`src/hdl/service_find_backoff_scheduler_unit_assert.svh`:
```
// ----------------------------------------------------------------------------
// Assertion macros for the find backoff scheduler
// Each macro samples on clk and is disabled while arst_n is low.
// ----------------------------------------------------------------------------
`ifndef SERVICE_FIND_BACKOFF_SCHEDULER_UNIT_ASSERT_SVH
`define SERVICE_FIND_BACKOFF_SCHEDULER_UNIT_ASSERT_SVH

// Consequent must hold in the same cycle as the antecedent
`define SFBS_ASSERT_SAME(label, ante, cons, msg) \
	label: assert property (@(posedge clk) disable iff (!arst_n) (ante) |-> (cons)) \
		else $error(msg);

// Consequent must hold in the cycle after the antecedent
`define SFBS_ASSERT_NEXT(label, ante, cons, msg) \
	label: assert property (@(posedge clk) disable iff (!arst_n) (ante) |=> (cons)) \
		else $error(msg);

`endif

```
`src/hdl/sfbs_pkg.sv`:
```
// ----------------------------------------------------------------------------
// sfbs_pkg
// Shared types, codes and sizes of the find backoff scheduler.
// ----------------------------------------------------------------------------
`default_nettype none

package sfbs_pkg;

	// Table size and derived widths
	localparam int ENTRIES  = 16;
	localparam int ENTRY_W  = (ENTRIES > 1) ? $clog2(ENTRIES) : 1;
	localparam int REPORTED = (ENTRIES < 16) ? ENTRIES : 16;

	// Request opcodes
	typedef logic [2:0] opcode_t;
	localparam opcode_t OP_TICK    = 3'd0;
	localparam opcode_t OP_ACT     = 3'd1;
	localparam opcode_t OP_AVAIL   = 3'd2;
	localparam opcode_t OP_EXPIRED = 3'd3;
	localparam opcode_t OP_STOP    = 3'd4;
	localparam opcode_t OP_DEACT   = 3'd5;

	// Configuration register indexes
	localparam int CFG_IDX_W = 2;
	typedef logic [CFG_IDX_W-1:0] cfg_idx_t;
	localparam cfg_idx_t CFG_INITIAL_DELAY = 2'd0;
	localparam cfg_idx_t CFG_REPEAT_BASE   = 2'd1;
	localparam cfg_idx_t CFG_REPEAT_MAX    = 2'd2;

	// Query phase
	typedef enum logic [1:0] {
		PH_IDLE = 2'd0,
		PH_INIT = 2'd1,
		PH_REP  = 2'd2,
		PH_MAIN = 2'd3
	} phase_t;

	// Repetition count limits
	localparam logic [8:0] RC_SAT   = 9'd511;
	localparam logic [8:0] RC_CLAMP = 9'd32;

	typedef struct packed {
		logic [31:0] initial_delay;
		logic [31:0] repeat_base_delay;
		logic [7:0]  repeat_max;
	} cfg_t;

	typedef struct packed {
		phase_t      phase;
		logic [63:0] last_time;
		logic [8:0]  repeat_count;
		logic        is_group;
	} entry_t;

	typedef struct packed {
		opcode_t     opcode;
		logic [3:0]  entry_index;
		logic [63:0] now_time;
		logic        group_flag;
	} req_t;

	typedef struct packed {
		logic       find_send;
		logic [3:0] result_entry;
		phase_t     entry_phase;
		logic       last_result;
	} rsp_t;

endpackage

`default_nettype wire

```
`src/hdl/service_find_backoff_scheduler_unit.sv`:
```
// ----------------------------------------------------------------------------
// service_find_backoff_scheduler_unit
// Find repetition scheduler for service-discovery queries. Query entries live
// in one entry RAM with registered reads; a walker reads, updates and writes
// back one entry per cycle, stalling while a result it must report finds the
// output register full. A tick request visits every entry in index order and
// returns one result per entry (the first sixteen entries are reported); the
// first RAM read is issued on accept. Opcodes 1 to 5 address one entry;
// opcodes 6 and 7 are dropped with no result. The next request is taken once
// the previous one has written its last entry, while its final result may
// still wait in the output register. After reset every entry reads as idle
// with zero state through per-entry valid bits, so there is no clearing pass.
// Configuration writes are always ready and must be issued only while the
// block is idle.
// ----------------------------------------------------------------------------
`default_nettype none

`include "service_find_backoff_scheduler_unit_assert.svh"

module service_find_backoff_scheduler_unit (
	input  wire logic                       clk,
	input  wire logic                       arst_n,
	input  wire logic                       req_valid,
	output logic                            req_ready,
	input  wire sfbs_pkg::req_t             req_data,
	output logic                            rsp_valid,
	input  wire logic                       rsp_ready,
	output sfbs_pkg::rsp_t                  rsp_data,
	input  wire logic                       cfg_valid,
	output logic                            cfg_ready,
	input  wire sfbs_pkg::cfg_idx_t         cfg_index,
	input  wire logic [31:0]                cfg_data
);

	localparam int EW = sfbs_pkg::ENTRY_W;

	typedef enum logic [1:0] {
		ST_IDLE = 2'b01,
		ST_WALK = 2'b10
	} state_t;

	state_t              state_q;
	sfbs_pkg::cfg_t      cfg_q;
	logic [sfbs_pkg::ENTRIES-1:0] vld_q;
	sfbs_pkg::opcode_t   op_q;
	logic [3:0]          idx_q;
	logic [63:0]         now_q;
	logic                grp_q;
	logic                oor_q;
	logic [EW-1:0]       cur_q;
	logic                rd_vld_s1;
	sfbs_pkg::rsp_t      out_q;
	logic                out_valid_q;

	logic                accept;
	logic                op_ok;
	logic                idx_ok;
	logic                out_free;
	logic                report;
	logic                last_ent;
	logic                step;
	logic                mem_re;
	logic [EW-1:0]       mem_raddr;
	logic                mem_we;
	logic [$bits(sfbs_pkg::entry_t)-1:0] mem_rdata;
	sfbs_pkg::entry_t    ent_cur;
	sfbs_pkg::entry_t    ent_nxt;
	logic                send;
	sfbs_pkg::rsp_t      out_nxt;

	// Request acceptance and walk control
	assign req_ready = (state_q == ST_IDLE);
	assign cfg_ready = 1'b1;
	assign accept    = req_valid && req_ready;
	assign op_ok     = req_data.opcode inside {[sfbs_pkg::OP_TICK:sfbs_pkg::OP_DEACT]};
	assign idx_ok    = (32'(req_data.entry_index) < sfbs_pkg::ENTRIES);
	assign out_free  = !out_valid_q || rsp_ready;
	assign report    = (op_q != sfbs_pkg::OP_TICK) || (32'(cur_q) < sfbs_pkg::REPORTED);
	assign last_ent  = (op_q != sfbs_pkg::OP_TICK) || (32'(cur_q) == sfbs_pkg::ENTRIES - 1);
	assign step      = (state_q == ST_WALK) && (!report || out_free);

	// Issue the read for the first entry on accept, then one ahead of the update
	assign mem_re    = accept || (step && !last_ent);
	assign mem_raddr = accept ? ((req_data.opcode == sfbs_pkg::OP_TICK) ? EW'(0)
		: EW'(req_data.entry_index)) : EW'(cur_q + 1'b1);
	assign mem_we    = step && !oor_q;

	sfbs_entry_ram #(
		.WIDTH ($bits(sfbs_pkg::entry_t)),
		.DEPTH (sfbs_pkg::ENTRIES)
	) u_ram (
		.clk   (clk),
		.we    (mem_we),
		.waddr (cur_q),
		.wdata (ent_nxt),
		.re    (mem_re),
		.raddr (mem_raddr),
		.rdata (mem_rdata)
	);

	// Never-written entries read as reset state
	assign ent_cur = rd_vld_s1 ? sfbs_pkg::entry_t'(mem_rdata) : '0;

	sfbs_entry_update u_upd (
		.opcode     (op_q),
		.now_time   (now_q),
		.group_flag (grp_q),
		.cfg        (cfg_q),
		.cur        (ent_cur),
		.nxt        (ent_nxt),
		.find_send  (send)
	);

	// Build the result of the current entry
	always_comb begin
		out_nxt.find_send    = send && !oor_q;
		out_nxt.result_entry = (op_q == sfbs_pkg::OP_TICK) ? 4'(cur_q) : idx_q;
		out_nxt.entry_phase  = oor_q ? sfbs_pkg::PH_IDLE : ent_nxt.phase;
		out_nxt.last_result  = (op_q != sfbs_pkg::OP_TICK) ||
			(32'(cur_q) == sfbs_pkg::REPORTED - 1);
	end

	// Control state
	always_ff @(posedge clk or negedge arst_n) begin
		if (!arst_n) begin
			state_q     <= ST_IDLE;
			out_valid_q <= 1'b0;
			vld_q       <= '0;
			cfg_q.initial_delay     <= 32'd0;
			cfg_q.repeat_base_delay <= 32'd0;
			cfg_q.repeat_max        <= 8'd3;
		end else begin
			case (state_q)
				ST_IDLE: begin
					if (accept && op_ok) begin
						state_q <= ST_WALK;
					end
				end
				ST_WALK: begin
					if (step && last_ent) begin
						state_q <= ST_IDLE;
					end
				end
				default: begin
					state_q <= ST_IDLE;
				end
			endcase
			if (step && report) begin
				out_valid_q <= 1'b1;
			end else if (rsp_ready) begin
				out_valid_q <= 1'b0;
			end
			if (mem_we) begin
				vld_q[cur_q] <= 1'b1;
			end
			if (cfg_valid && cfg_ready) begin
				case (cfg_index)
					sfbs_pkg::CFG_INITIAL_DELAY: cfg_q.initial_delay     <= cfg_data;
					sfbs_pkg::CFG_REPEAT_BASE:   cfg_q.repeat_base_delay <= cfg_data;
					sfbs_pkg::CFG_REPEAT_MAX:    cfg_q.repeat_max        <= cfg_data[7:0];
					default: begin
					end
				endcase
			end
		end
	end

	// Hold the request fields, advance the walk pointer
	always_ff @(posedge clk) begin
		if (accept) begin
			op_q  <= req_data.opcode;
			idx_q <= req_data.entry_index;
			now_q <= req_data.now_time;
			grp_q <= req_data.group_flag;
			oor_q <= (req_data.opcode != sfbs_pkg::OP_TICK) && !idx_ok;
			cur_q <= (req_data.opcode == sfbs_pkg::OP_TICK) ? EW'(0)
				: EW'(req_data.entry_index);
		end else if (step) begin
			cur_q <= EW'(cur_q + 1'b1);
		end
		if (mem_re) begin
			rd_vld_s1 <= vld_q[mem_raddr];
		end
		if (step && report) begin
			out_q <= out_nxt;
		end
	end

	assign rsp_valid = out_valid_q;
	assign rsp_data  = out_q;

	// Checks on the walker
	`SFBS_ASSERT_SAME(a_no_overwrite, step && report, !out_valid_q || rsp_ready, "result lost")
	`SFBS_ASSERT_SAME(a_no_rw_clash, mem_re && mem_we, mem_raddr != cur_q, "read hits write")
	`SFBS_ASSERT_NEXT(a_walk_start, accept && op_ok, state_q == ST_WALK && !req_ready,
		"request not started")

endmodule

`default_nettype wire

```
`src/hdl/sfbs_entry_ram.sv`:
```
// ----------------------------------------------------------------------------
// sfbs_entry_ram
// Simple dual-port RAM: one write port, one read port, registered read data.
// ----------------------------------------------------------------------------
`default_nettype none

module sfbs_entry_ram #(
	parameter int WIDTH = 8,
	parameter int DEPTH = 16,
	localparam int AW = (DEPTH > 1) ? $clog2(DEPTH) : 1
) (
	input  wire logic             clk,
	input  wire logic             we,
	input  wire logic [AW-1:0]    waddr,
	input  wire logic [WIDTH-1:0] wdata,
	input  wire logic             re,
	input  wire logic [AW-1:0]    raddr,
	output logic      [WIDTH-1:0] rdata
);

	logic [WIDTH-1:0] mem_q [DEPTH];

	// Write port
	always_ff @(posedge clk) begin
		if (we) begin
			mem_q[waddr] <= wdata;
		end
	end

	// Read port, data held while no read is issued
	always_ff @(posedge clk) begin
		if (re) begin
			rdata <= mem_q[raddr];
		end
	end

endmodule

`default_nettype wire

```
`src/hdl/sfbs_entry_update.sv`:
```
// ----------------------------------------------------------------------------
// sfbs_entry_update
// Next state of one query entry for a request, and the find decision.
// ----------------------------------------------------------------------------
`default_nettype none

module sfbs_entry_update (
	input  wire sfbs_pkg::opcode_t opcode,
	input  wire logic [63:0]       now_time,
	input  wire logic              group_flag,
	input  wire sfbs_pkg::cfg_t    cfg,
	input  wire sfbs_pkg::entry_t  cur,
	output sfbs_pkg::entry_t       nxt,
	output logic                   find_send
);

	logic [63:0] lt_eff;
	logic [63:0] diff_init;
	logic [63:0] diff_rep;
	logic [5:0]  rc_cl;
	logic [4:0]  shamt;
	logic [31:0] rep_delay;
	logic [8:0]  rc_inc;
	logic        behind;

	// Timing terms of a tick
	always_comb begin
		lt_eff    = (cur.last_time == 64'd0) ? now_time : cur.last_time;
		diff_init = now_time - lt_eff;
		diff_rep  = now_time - cur.last_time;
		behind    = now_time < cur.last_time;
		if (cur.repeat_count > sfbs_pkg::RC_CLAMP) begin
			rc_cl = 6'd32;
		end else if (cur.repeat_count == 9'd0) begin
			rc_cl = 6'd1;
		end else begin
			rc_cl = cur.repeat_count[5:0];
		end
		shamt     = 5'(rc_cl - 6'd1);
		rep_delay = cfg.repeat_base_delay << shamt;
		rc_inc    = (cur.repeat_count < sfbs_pkg::RC_SAT) ? cur.repeat_count + 9'd1
			: cur.repeat_count;
	end

	// Apply the request
	always_comb begin
		nxt       = cur;
		find_send = 1'b0;
		case (opcode)
			sfbs_pkg::OP_TICK: begin
				if (!behind) begin
					case (cur.phase)
						sfbs_pkg::PH_INIT: begin
							nxt.last_time = lt_eff;
							if (diff_init[31:0] >= cfg.initial_delay) begin
								find_send        = !cur.is_group;
								nxt.phase        = sfbs_pkg::PH_REP;
								nxt.last_time    = now_time;
								nxt.repeat_count = 9'd1;
							end
						end
						sfbs_pkg::PH_REP: begin
							if (diff_rep[31:0] >= rep_delay) begin
								find_send        = !cur.is_group;
								nxt.last_time    = now_time;
								nxt.repeat_count = rc_inc;
								if (rc_inc >= {1'b0, cfg.repeat_max}) begin
									nxt.phase = sfbs_pkg::PH_MAIN;
								end
							end
						end
						default: begin
						end
					endcase
				end
			end
			sfbs_pkg::OP_ACT: begin
				nxt.phase        = sfbs_pkg::PH_INIT;
				nxt.last_time    = 64'd0;
				nxt.repeat_count = 9'd0;
				nxt.is_group     = group_flag;
			end
			sfbs_pkg::OP_AVAIL: begin
				if (cur.phase != sfbs_pkg::PH_IDLE && !cur.is_group) begin
					nxt.phase = sfbs_pkg::PH_MAIN;
				end
			end
			sfbs_pkg::OP_EXPIRED: begin
				if (cur.phase != sfbs_pkg::PH_IDLE && !cur.is_group) begin
					nxt.phase = sfbs_pkg::PH_INIT;
				end
			end
			sfbs_pkg::OP_STOP: begin
				if (cur.phase inside {sfbs_pkg::PH_INIT, sfbs_pkg::PH_REP} && !cur.is_group) begin
					nxt.phase = sfbs_pkg::PH_MAIN;
				end
			end
			sfbs_pkg::OP_DEACT: begin
				nxt.phase = sfbs_pkg::PH_IDLE;
			end
			default: begin
			end
		endcase
	end

endmodule

`default_nettype wire
```
`config.mk`:
```
export PLATFORM = sky130hd
export DESIGN_NAME = service_find_backoff_scheduler_unit
export DESIGN_NICKNAME = d
export VERILOG_FILES = /design/src/hdl/sfbs_pkg.sv /design/src/hdl/service_find_backoff_scheduler_unit.sv /design/src/hdl/sfbs_entry_ram.sv /design/src/hdl/sfbs_entry_update.sv
export VERILOG_INCLUDE_DIRS = /design/src /design/src/hdl
export SDC_FILE = /design/constraint.sdc
export NUM_CORES = 2
export LEC_CHECK = 0
export ABC_AREA = 1
export CAP_MARGIN = 20
export CORE_UTILIZATION = 60
export DETAILED_ROUTE_END_ITERATION = 6
export DONT_BUFFER_PORTS = 1
export HOLD_SLACK_MARGIN = 0.06
export PLACE_DENSITY = 0.76
export SLEW_MARGIN = 20
export SYNTH_ARGS = -nofsm -noshare
export SYNTH_HDL_FRONTEND = slang
export SYNTH_SLANG_ARGS = --single-unit
```
`constraint.sdc`:
```
create_clock -name clk -period 14.8 [get_ports clk]
set_clock_uncertainty 0.2 [all_clocks]
set_input_delay 2.96 -clock clk [delete_from_list [all_inputs] [get_ports clk]]
set_output_delay 2.96 -clock clk [all_outputs]
set_load 0.02 [all_outputs]
```
# After elaboration in Yosys (flattened, before gate mapping)

Memories as Yosys holds them, arrays and structs flattened. A register that Yosys moved wholly into a read port is not among the register bits.
Index checks and enable logic that the tools add are counted.

Register bits: 176
Memory bits (writable): 1216
Bits of input ports: 111
Output and inout port bits: 11
Memories: 1

Add/sub/neg operators: 5
Magnitude comparators: 11
Eq/ne operators: 14
Shifts and indexed selects: 1
Mux-type cells: 35
Bitwise gates (word level): 2
Reduce and logical (&&, ||, !) cells: 30

Memories:

| memory      | depth | width | rd ports | clocked after memory_dff | write ports | line                 | RTL |
|---|---|---|---|---|---|---|---|
| u_ram.mem_q | 16    | 76    | 1        | 1                        | 1           | sfbs_entry_ram.sv:21 | `logic [WIDTH-1:0] mem_q [DEPTH];` |

Operators with widths:

| cell                  | number |
|---|---|
| $mux W75              | 3 |
| $pmux W75 S2          | 1 |
| $pmux W73 S2          | 1 |
| $mux W76              | 1 |
| $ge A32 B32 Y1        | 2 |
| $logic_not A64 Y1     | 1 |
| $lt A64 B64 Y1        | 1 |
| $mux W64              | 1 |
| $sub A32 B32 Y32      | 2 |
| $shl A32 B5 Y32       | 1 |
| $mux W4               | 5 |
| $or A16 B16 Y16       | 1 |
| $mux W2               | 6 |
| $pmux W2 S6           | 1 |
| $lt A4 B5 Y1 const B  | 2 |
| $mux W5               | 2 |
| $add A9 B1 Y9 const B | 1 |
| $ge A9 B8 Y1          | 1 |
| $gt A9 B6 Y1 const B  | 1 |
| $logic_and A1 B1 Y1   | 9 |
| $logic_not A9 Y1      | 1 |
| $lt A9 B9 Y1 const B  | 1 |
| $mux W1               | 9 |
| $mux W9               | 1 |
| 25 further kinds      | 43 |

# Logic depth before layout (Yosys ltp)

Word-level depth: 11
Mapped depth: 40
Mapped depth without buffers: 35

# Modules after synthesis

A second synthesis with hierarchy kept.

Cell total of the unflattened synthesis: 7889
Area, all modules: 72701.0 sq um

Modules (own cells, without submodules):

| module                              | times used | cells each | area an instance (sq um) | seq. area each (sq um) |
|---|---|---|---|---|
| sfbs_entry_ram                      | 1          | 4995       | 54165.7                  | 38797.2 |
| sfbs_entry_update                   | 1          | 2215       | 11448.5                  | 0.0 |
| service_find_backoff_scheduler_unit | 1          | 679        | 7086.8                   | 4833.4 |

# Least setup slack after synthesis

No wires, ideal clock.

Path kind: input-to-reg
Start point: in rsp_ready
End point: reg rd_vld_s1, enable pin
Setup time: 618 ps
Arrival: 9146 ps
Slack: 4835 ps
Stages: 4
Buffers on the path: 0
Cells stage by stage: nor2_1 -> nor2_1 -> inv_1 -> o21ai_0

Cells in the longest elaborated chain, start to end: 4

RTL lines:

| item                   | line                                       | RTL |
|---|---|---|
| start: declaration     | service_find_backoff_scheduler_unit.sv:27  | `input wire logic rsp_ready,` |
| $logic_or A1 B1 Y1     | service_find_backoff_scheduler_unit.sv:77  | `assign out_free = !out_valid_q \|\| rsp_ready;` |
| $logic_and A1 B1 Y1    | service_find_backoff_scheduler_unit.sv:80  | `assign step = (state_q == ST_WALK) && (!report \|\| out_free);` |
| net mem_we             | service_find_backoff_scheduler_unit.sv:64  | `logic mem_we;` |
| $logic_and A1 B1 Y1    | service_find_backoff_scheduler_unit.sv:83  | `assign mem_re = accept \|\| (step && !last_ent);` |
| $logic_or A1 B1 Y1     | service_find_backoff_scheduler_unit.sv:83  |  |
| net mem_re             | service_find_backoff_scheduler_unit.sv:62  | `logic mem_re;` |
| end signal: assignment | service_find_backoff_scheduler_unit.sv:182 | `rd_vld_s1 <= vld_q[mem_raddr];` |
| end: declaration       | service_find_backoff_scheduler_unit.sv:51  | `logic rd_vld_s1;` |

The timed path passes the listed nets, and every way through them passes these cells.
A chain may end at the register's enable or synchronous reset.

==> results.cfg <==
[clocking]
numCtsBuffers = 149
worstSkewPairLatency_ns = 0.78
hold_buffers = 0
cts-root-buf = clkbuf_16
cts_buffer_depth = 3
clk_pin_slew_ns = 0.06
htree_levels = 4
cts_tree = done
post_cts_buffers = 0
post_cts_resize_count = 0
cts_num_sinks = 1468

[detailed_routing]
first_pass_iters = 6
drt_first_iter_violations = 6191
vias_per_cell = 6.46
wl_per_cell_um = 25.4
ant_nets = 0
postRouteWirelength_mm = 193
drc = 0
via_count = 49000

[cells_and_area]
num-fill-cells = 8129
final_common_cell = edfxtp_1
multi_input_area_um2 = 20800
syn_to_final_growth_pct = 9.18
area.sequential_um2 = 43600
final_nets = 6262
drive_gt1_frac = 0.0593
layout_common_cells = edfxtp_1 (1377), nand2_1 (1005), nor2_1 (789)

[setup_path]
reg2regPathDepth = 36
r2r-start = rd_vld_s1
rr_endpoint = u_ram.mem_q[4][57]
slowest_stage = nand2_2
required_ns = 15.11
crit_path_end_kind = flip-flop
critPathMaxStageDelay_ns = 0.72
crit_arrival_ns = 9.69
cp_max_fo = 56
crit_path_start_kind = flip-flop
crit_type = flip-flop to flip-flop
crit_top_cell = nand2_1
rrSetupSlack_ns = 5.42

[sta]
timing.fmax_mhz = 107
final_hold_viol_count = 0
whs_ns = 0.263
worstMarginPinSlew_ns = 1.26
setup_violations = 0
grt_setup_unrepaired = false
setup_tns_ns = 0
maxSlewViolCount = 0
post-route-period-util = 0.634
period_needed_ns = 9.38
slew_headroom = 0.162

[worst_hold_path]
min_path_type = flip-flop to flip-flop
min_delay_path_depth = 1
min_from = vld_q[9]
hold-path-endpoint = vld_q[9]

[logic_synthesis]
synth_top_family_by_area = simple AND/OR/NAND/NOR gates
synth.area.top_cells = edfxtp_1 (62%), o21ai_0 (5.7%), nand2_1 (5.7%)
avgSynthCellArea_um2 = 10.9
muxShareOfSynthArea = 0
yosysSeqAreaShare = 0.653
synth_simple_gate_area_share = 0.147
ys_async_sr_fraction = 0.0620
ys.flop_type = edfxtp_1
synth_cell_types = 50
ys.warnings.count = 0
synth_top_area_frac = 0.619
synth_compound_area_frac = 0.118
ys_seq_elements = 1468
synth_xor_area_frac = 0.00912
syn_area_um2 = 66800
yosysTopAreaCell = edfxtp_1
synth-adder-area-share = 0.0339
postSynthCellCount = 6104
synth_fp_nets = 6395
synth_edf_count = 1377

[global_route]
grt-ovfl-total = 0
track_usage = 0.342
antenna_found_initial = 5
grt_pass1_vias = 47300
grt_max_degree = 202
grt_pass1_wl_mm = 287

[floorplanning]
die_y_um = 336
io_pins = 122
die-area_um2 = 113000
rows = 122
core_area_um2 = 111000
die_w_um = 336
initial_core_util = 0.605

[placed_design]
port_buffers = 0
place.detailed.hpwl_mm = 109
place.gp.congestion = 1.01

[run_status]
status = finished clean

[flow_run]
cap_violations = 0

[power_and_ir_drop]
ir_worst_vdd_mv = 0.268
p_per_area_nw_per_um2 = 254
leakage_nw = 26.8
p_total_w = 0.0185
-- worst max-delay path: cells and delay by family, from the launching register on --
family	cells	cell delay (ns)
compound gates	5	1.26
simple gates	23	4.08
flops	1	0.34
fa+ha+maj	3	0.90
buf+inv	5	2.20
-- worst max path at each step --
stage,to,start,depth (start not counted)
5_1_grt,u_ram.mem_q[4][57],rd_vld_s1,37
3_3_place_gp,u_ram.mem_q[1][1],rd_vld_s1,34
3_5_place_dp,u_ram.mem_q[12][57],rd_vld_s1,36
4_1_cts,u_ram.mem_q[4][57],rd_vld_s1,36
6_report,u_ram.mem_q[4][57],rd_vld_s1,36
2_1_floorplan,rd_vld_s1,rsp_ready,4
-- sequential cells by signal (all words and copies together) (netlist names), 2 cells and up --
register     count
cfg_q           72
idx_q            4
rsp_data         8
state_q          2
now_q           64
u_ram.mem_q   1216
op_q             3
vld_q           16
cur_q            4
u_ram.rdata     76
-- stage by stage --
step                       util  area (um2)  instances  worst slack, ns
after global placement    0.616       68100       7306             5.78
after global routing      0.660       73000       7583             4.68
after CTS                 0.660       72900       7579             5.59
after floorplan               -       66800       6104             4.84
final                     0.660       73000       7586             5.42
after detailed placement  0.616       68100       7307             5.67
-- cell usage after synthesis, types with 3 or more instances --
cell	count
and2_1	6
nand2_2	6
buf_1	17
o211ai_1	55
o21ai_0	761
buf_4	4
clkbuf_1	299
o221ai_1	257
nor3_1	19
nor2_1	806
inv_1	309
o21ai_1	14
xor2_1	41
inv_2	5
dfrtp_1	88
nand3_1	475
edfxtp_1	1377
or2_2	18
o21a_1	8
buf_2	36
xnor2_1	23
nor4_1	4
nand4_1	40
a21o_1	15
dfstp_2	3
ha_1	178
nand2_1	1011
o22ai_1	51
a21oi_1	139
a31oi_1	4
o21bai_1	7
-- power by group --
group	total [W]	switching [W]	internal, W
logic	0.00907	0.00654	0.00253
clock network	0.00371	0.00160	0.00211
registers	0.00572	0.000205	0.00552
total	0.0185	0.00834	0.0102
-- logic make-up (layout without fill, tap and decap cells) --
group,Yosys count,after routing
other cells,1,7
flops,1468,1468
simple gates,2393,2393
compound gates,1322,1322
fa+ha+maj,180,180
xor+xnor,67,67
buf+inv,673,661
-- metal layers --
layer	track usage	routed length, um
met5	0	0
met2	0.539	89200
met4	0.169	9270
met3	0.0655	22500
met1	0.459	72100
-- final cells by class --
class                      instances  share of cell area
antenna                            6            0.000206
tap                             1488              0.0255
multi-input combinational       3963               0.286
timing repair buffer              74             0.00828
clock inverter                    85              0.0116
clock buffer                     187              0.0545
sequential                      1468               0.598
inverter                         315              0.0165
Power figures use the tool's default switching activity.
